## config.mk

```make
export PLATFORM = sky130hd
export DESIGN_NAME = tmcg_ctrl
export DESIGN_NICKNAME = d
export VERILOG_FILES = /design/src/rtl/core/tmcg_pkg.sv /design/src/rtl/core/tmcg_ctrl.sv
export SDC_FILE = /design/constraint.sdc
export NUM_CORES = 1
export LEC_CHECK = 0
export ABC_AREA = 1
export BUFFER_PORTS_ARGS = -buffer_cell sky130_fd_sc_hd__buf_2
export CAP_MARGIN = 20
export CELL_PAD_IN_SITES_DETAIL_PLACEMENT = 1
export CELL_PAD_IN_SITES_GLOBAL_PLACEMENT = 1
export CORE_AREA = 5 5 42 44
export CTS_CLUSTER_DIAMETER = 100
export DETAILED_ROUTE_END_ITERATION = 16
export DIE_AREA = 0 0 47 49
export PLACE_DENSITY = 0.58
export SKIP_CTS_REPAIR_TIMING = 1
export SLEW_MARGIN = 20
export SYNTH_ARGS = -nofsm -noshare
export SYNTH_HDL_FRONTEND = slang
export SYNTH_SLANG_ARGS = --single-unit
```

## constraint.sdc

```tcl
create_clock -name clk_i -period 1.2 [get_ports clk_i]
set_clock_uncertainty 0.15 [all_clocks]
set_input_delay 0.06 -clock clk_i [delete_from_list [all_inputs] [get_ports clk_i]]
set_output_delay 0.06 -clock clk_i [all_outputs]
set_load 0.02 [all_outputs]
```

## src/rtl/core/tmcg_pkg.sv

```systemverilog
// Shared types and constants for the text-mode character generator.
`timescale 1ns / 1ps

package tmcg_pkg;

  localparam int COLUMNS_DEF       = 80;
  localparam int ROWS_DEF          = 25;
  localparam int LINES_PER_ROW_DEF = 10;
  localparam int SCREEN_DEPTH_DEF  = 2048;

  localparam int OP_W     = 2;
  localparam int ADDR_W   = 11;
  localparam int DATA_W   = 8;
  localparam int COL_W    = 7;
  localparam int ROW_W    = 5;
  localparam int LINE_W   = 4;
  localparam int FRAME_W  = 8;
  localparam int CODE_W   = 7;
  localparam int GLYPH_AW = 11;

  localparam logic [LINE_W-1:0] BLANK_LINE  = 4'd9;
  localparam int                FLASH_BIT   = 7;
  localparam int                FLASH_PHASE = 3;
  localparam logic [DATA_W-1:0] SPACE_CODE  = 8'h20;

  typedef enum logic [OP_W-1:0] {
    OP_SCREEN_WR = 2'd0,
    OP_GLYPH_WR  = 2'd1,
    OP_TICK      = 2'd2
  } op_e;

  typedef enum logic [1:0] {
    ST_CLEAR,
    ST_IDLE,
    ST_GLYPH,
    ST_OUT
  } state_e;

  typedef struct packed {
    logic clr_step;
    logic scr_we;
    logic glyph_we;
    logic tick;
    logic glyph_rd;
    logic emit;
  } cmd_t;

  typedef struct packed {
    logic clr_last;
  } status_t;

endpackage

```

## src/rtl/core/tmcg_ctrl.sv

```systemverilog
// Controller state machine: clearing pass, beat decode and tick sequencing.
`timescale 1ns / 1ps

module tmcg_ctrl (
  input  logic                           clk_i,
  input  logic                           rst_ni,
  input  logic                           start_i,
  input  logic [tmcg_pkg::OP_W-1:0]      op_i,
  input  tmcg_pkg::status_t              status_i,
  output tmcg_pkg::cmd_t                 cmd_o,
  output logic                           busy_o
);

  tmcg_pkg::state_e state_q, state_d;

  always_ff @(posedge clk_i or negedge rst_ni) begin
    if (!rst_ni) begin
      state_q <= tmcg_pkg::ST_CLEAR;
    end else begin
      state_q <= state_d;
    end
  end

  always_comb begin
    state_d = state_q;
    cmd_o   = '0;
    unique case (state_q)
      tmcg_pkg::ST_CLEAR: begin
        cmd_o.clr_step = 1'b1;
        if (status_i.clr_last) state_d = tmcg_pkg::ST_IDLE;
      end
      tmcg_pkg::ST_IDLE: begin
        if (start_i) begin
          unique case (tmcg_pkg::op_e'(op_i))
            tmcg_pkg::OP_SCREEN_WR: cmd_o.scr_we = 1'b1;
            tmcg_pkg::OP_GLYPH_WR:  cmd_o.glyph_we = 1'b1;
            tmcg_pkg::OP_TICK: begin
              cmd_o.tick = 1'b1;
              state_d    = tmcg_pkg::ST_GLYPH;
            end
            default: ;  // unused code: take the beat, do nothing
          endcase
        end
      end
      tmcg_pkg::ST_GLYPH: begin
        cmd_o.glyph_rd = 1'b1;
        state_d        = tmcg_pkg::ST_OUT;
      end
      tmcg_pkg::ST_OUT: begin
        cmd_o.emit = 1'b1;
        state_d    = tmcg_pkg::ST_IDLE;
      end
      default: state_d = tmcg_pkg::ST_IDLE;
    endcase
  end

  assign busy_o = (state_q != tmcg_pkg::ST_IDLE);

endmodule

```

==> run_results.csv <==
group,metric,value,unit
final_layout,reg.largest.list,"state_q (2)",
power_and_ir_drop,intPower,605,uW
global_route,antenna_found_initial,0,
power_and_ir_drop,seqPwrFrac,13.1,%
cts,ctsLongestPathBuffers,2,
synthesis,synth_area,189,um^2
timing,hold_violations,0,
floorplan,die_x,47,um
cts,cts_sinks,2,
timing,finalSetupViolCount,7,
cts,cts_root_buf,"clkbuf_4",
final_layout,nets,58,
run_status,violations,"setup timing",
timing,fmax,720,MHz
global_route,grt_pass1_wl,890,um
final_layout,num-fill-cells,177,
setup_path,arrival,1.18,ns
synthesis,ys_ff_latch,2,
synthesis,avgSynthCellArea,7.56,um^2
power_and_ir_drop,switching_share,44.2,%
cts,cts_buffers,3,
global_route,grt_max_degree,5,
power_and_ir_drop,p_leak,0.230,nW
synthesis,yosysSeqAreaShare,26.5,%
setup_path,required,0.99,ns
synthesis,syn-num-nets,35,
place,dp_cells,56,
power_and_ir_drop,finalPower,1.08,mW
floorplan,ios,13,
routing,ant_nets,0,
final_layout,final_common_cell,"buf_4",
timing,period_needed,1.39,ns
floorplan,dieArea,2300,um^2
timing,tightest_slew,0.143,ns
final_layout,layout_common_cells,"9 x buf_4, 6 x buf_2, 4 x inv_1, 4 x nand2_1",
final_layout,largest_reg_flops,2,
global_route,overflow,0,
place,dp_hpwl,441,um
global_route,grt_pass1_vias,226,
cts,cts.clk_slew.worst_paths,0.03,ns
place,io_buffers,12,
routing,num_vias,230,
synthesis,synth.distinct_cells,9,
run,cap_violations,0,
routing,drt_first_iter_violations,1,
cts,clkLatencyLatePin,0.22,ns
power_and_ir_drop,power_density,2480,nW/um^2
worst_hold_path,hold_class,"primary input to asynchronous set/reset pin",
timing,fin_crit_sh,116,%
floorplan,core_area,1400,um^2
place,gp_congestion,0.638,
power_and_ir_drop,ir_drop,782,uV
floorplan,rows,14,
routing,detail_route.drc_violations,0,
setup_path,critPathCaptureType,"output pin",
setup_path,start_kind,"flip-flop",
global_route,grt_util_all_layers,6.12,%
routing,finalWirelength,571,um
routing,wl_per_cell,9.21,um
cts,cts_tree,"built",
timing,maxSlewHeadroom,90.4,%
power_and_ir_drop,power.switching,479,uW
final_layout,drive_gt1_share,73.9,%
timing,worst_slack,-0.188,ns
synthesis,synth_cells,25,
cts,htree_levels,1,
final_layout,regMostFlops,"state_q",
run_status,status,"finished with violations",
timing,grt_setup_unrepaired,"yes",
routing,first_pass_iters,2,
final_layout,fin_cells,62,
final_layout,area_delta_synth_final,132,%
setup_path,path_max_fanout,3,
power_and_ir_drop,power_frac_clock,13.4,%
power_and_ir_drop,p_comb_share,73.5,%
synthesis,yosysWarnings,0,
floorplan,start_util,13.5,%
timing,report.final.slew_viol_count,0,
setup_path,r2r_cells,5,
setup_path,path_class,"flip-flop to output pin",
routing,avgViaCountPerCell,3.71,
final_layout,antennaDiodeCount,0,
floorplan,die_h,49,um
==> cells by family after synthesis <==
| family | Yosys count | share of synthesized area [%] |
|---|---|---|
| adder cells (fa/ha/maj) | 4 | 26.5 |
| buffers and inverters | 5 | 9.93 |
| flip-flops | 2 | 26.5 |
| AND/OR/NAND/NOR | 14 | 37.1 |
==> synthesized netlist by cell type <==
| cell | count | share of area, % |
|---|---|---|
| nand2_1 | 6 | 12 |
| inv_1 | 5 | 9.9 |
| ha_1 | 4 | 26 |
| nand2_2 | 3 | 9.9 |
| dfrtp_1 | 2 | 26 |
| nor3_1 | 2 | 5.3 |
| nand3_1 | 1 | 2.6 |
| nand3_2 | 1 | 5.3 |
| nor2_1 | 1 | 2.0 |
==> power groups by stage <==
stage               Sequential (mW)  Clock [mW]  Combinational [mW]
floorplan                     0.132           0               0.357
global placement              0.130           0               0.536
detailed placement            0.131           0               0.543
CTS                           0.130       0.154               0.550
global route                  0.150       0.176               0.885
finish                        0.142       0.146               0.797
==> metrics by stage <==
stage	util, %	worst slack (ns)	hold WS (ns)	setup TNS (ns)	instance area (um^2)
2_1_floorplan	-	-0.0378	-0.386	-0.0794	209
3_3_place_gp	22.2	-0.0404	-0.302	-0.0835	312
3_5_place_dp	22.2	-0.0500	-0.302	-0.0828	312
4_1_cts	23.8	-0.292	-0.540	-1.40	334
5_1_grt	31.3	-0.286	-0.0121	-1.63	438
6_report	31.3	-0.188	0.00311	-0.999	438
==> final timing paths <==
check,end,startpoint,slack [ns]
worst max register to register,state_q[1]$_DFFE_PN0P_,state_q[0]$_DFFE_PN0P_,0.02
max in group asynchronous,state_q[0]$_DFFE_PN0P_,rst_ni,0.79
worst max-delay path,cmd_o[4],state_q[1]$_DFFE_PN0P_,-0.19
worst min-delay path,state_q[1]$_DFFE_PN0P_,rst_ni,0.003
worst min register to register,state_q[1]$_DFFE_PN0P_,state_q[1]$_DFFE_PN0P_,0.46
min in group clk_i,state_q[0]$_DFFE_PN0P_,status_i,0.04
==> per-layer routing <==
layer  vias to the layer above  global-route usage, %  wire length [um]
met3                         0                   5.54                45
met1                       105                   5.25               225
li1                        118                      -                 -
met2                         7                   8.14               300
met4                         0                   5.53                 0
met5                         -                      0                 0
==> final cells by class <==
type / count / area [um^2] / area share, %
Tap cell: 16 / 20.0 / 4.57
Clock buffer: 3 / 22.5 / 5.14
Sequential cell: 2 / 51.3 / 11.7
Multi-Input combinational cell: 18 / 195 / 44.6
Inverter: 5 / 18.8 / 4.29
Timing Repair Buffer: 18 / 130 / 29.7
==> worst max-delay path: stages, from the launching register on <==
cell and delay, ns:
dfrtp_1 0.37, inv_2 0.08, ha_4 0.15, nand2_4 0.05, nor3_2 0.15, buf_4 0.16
(Power assumes the default switching activity.)
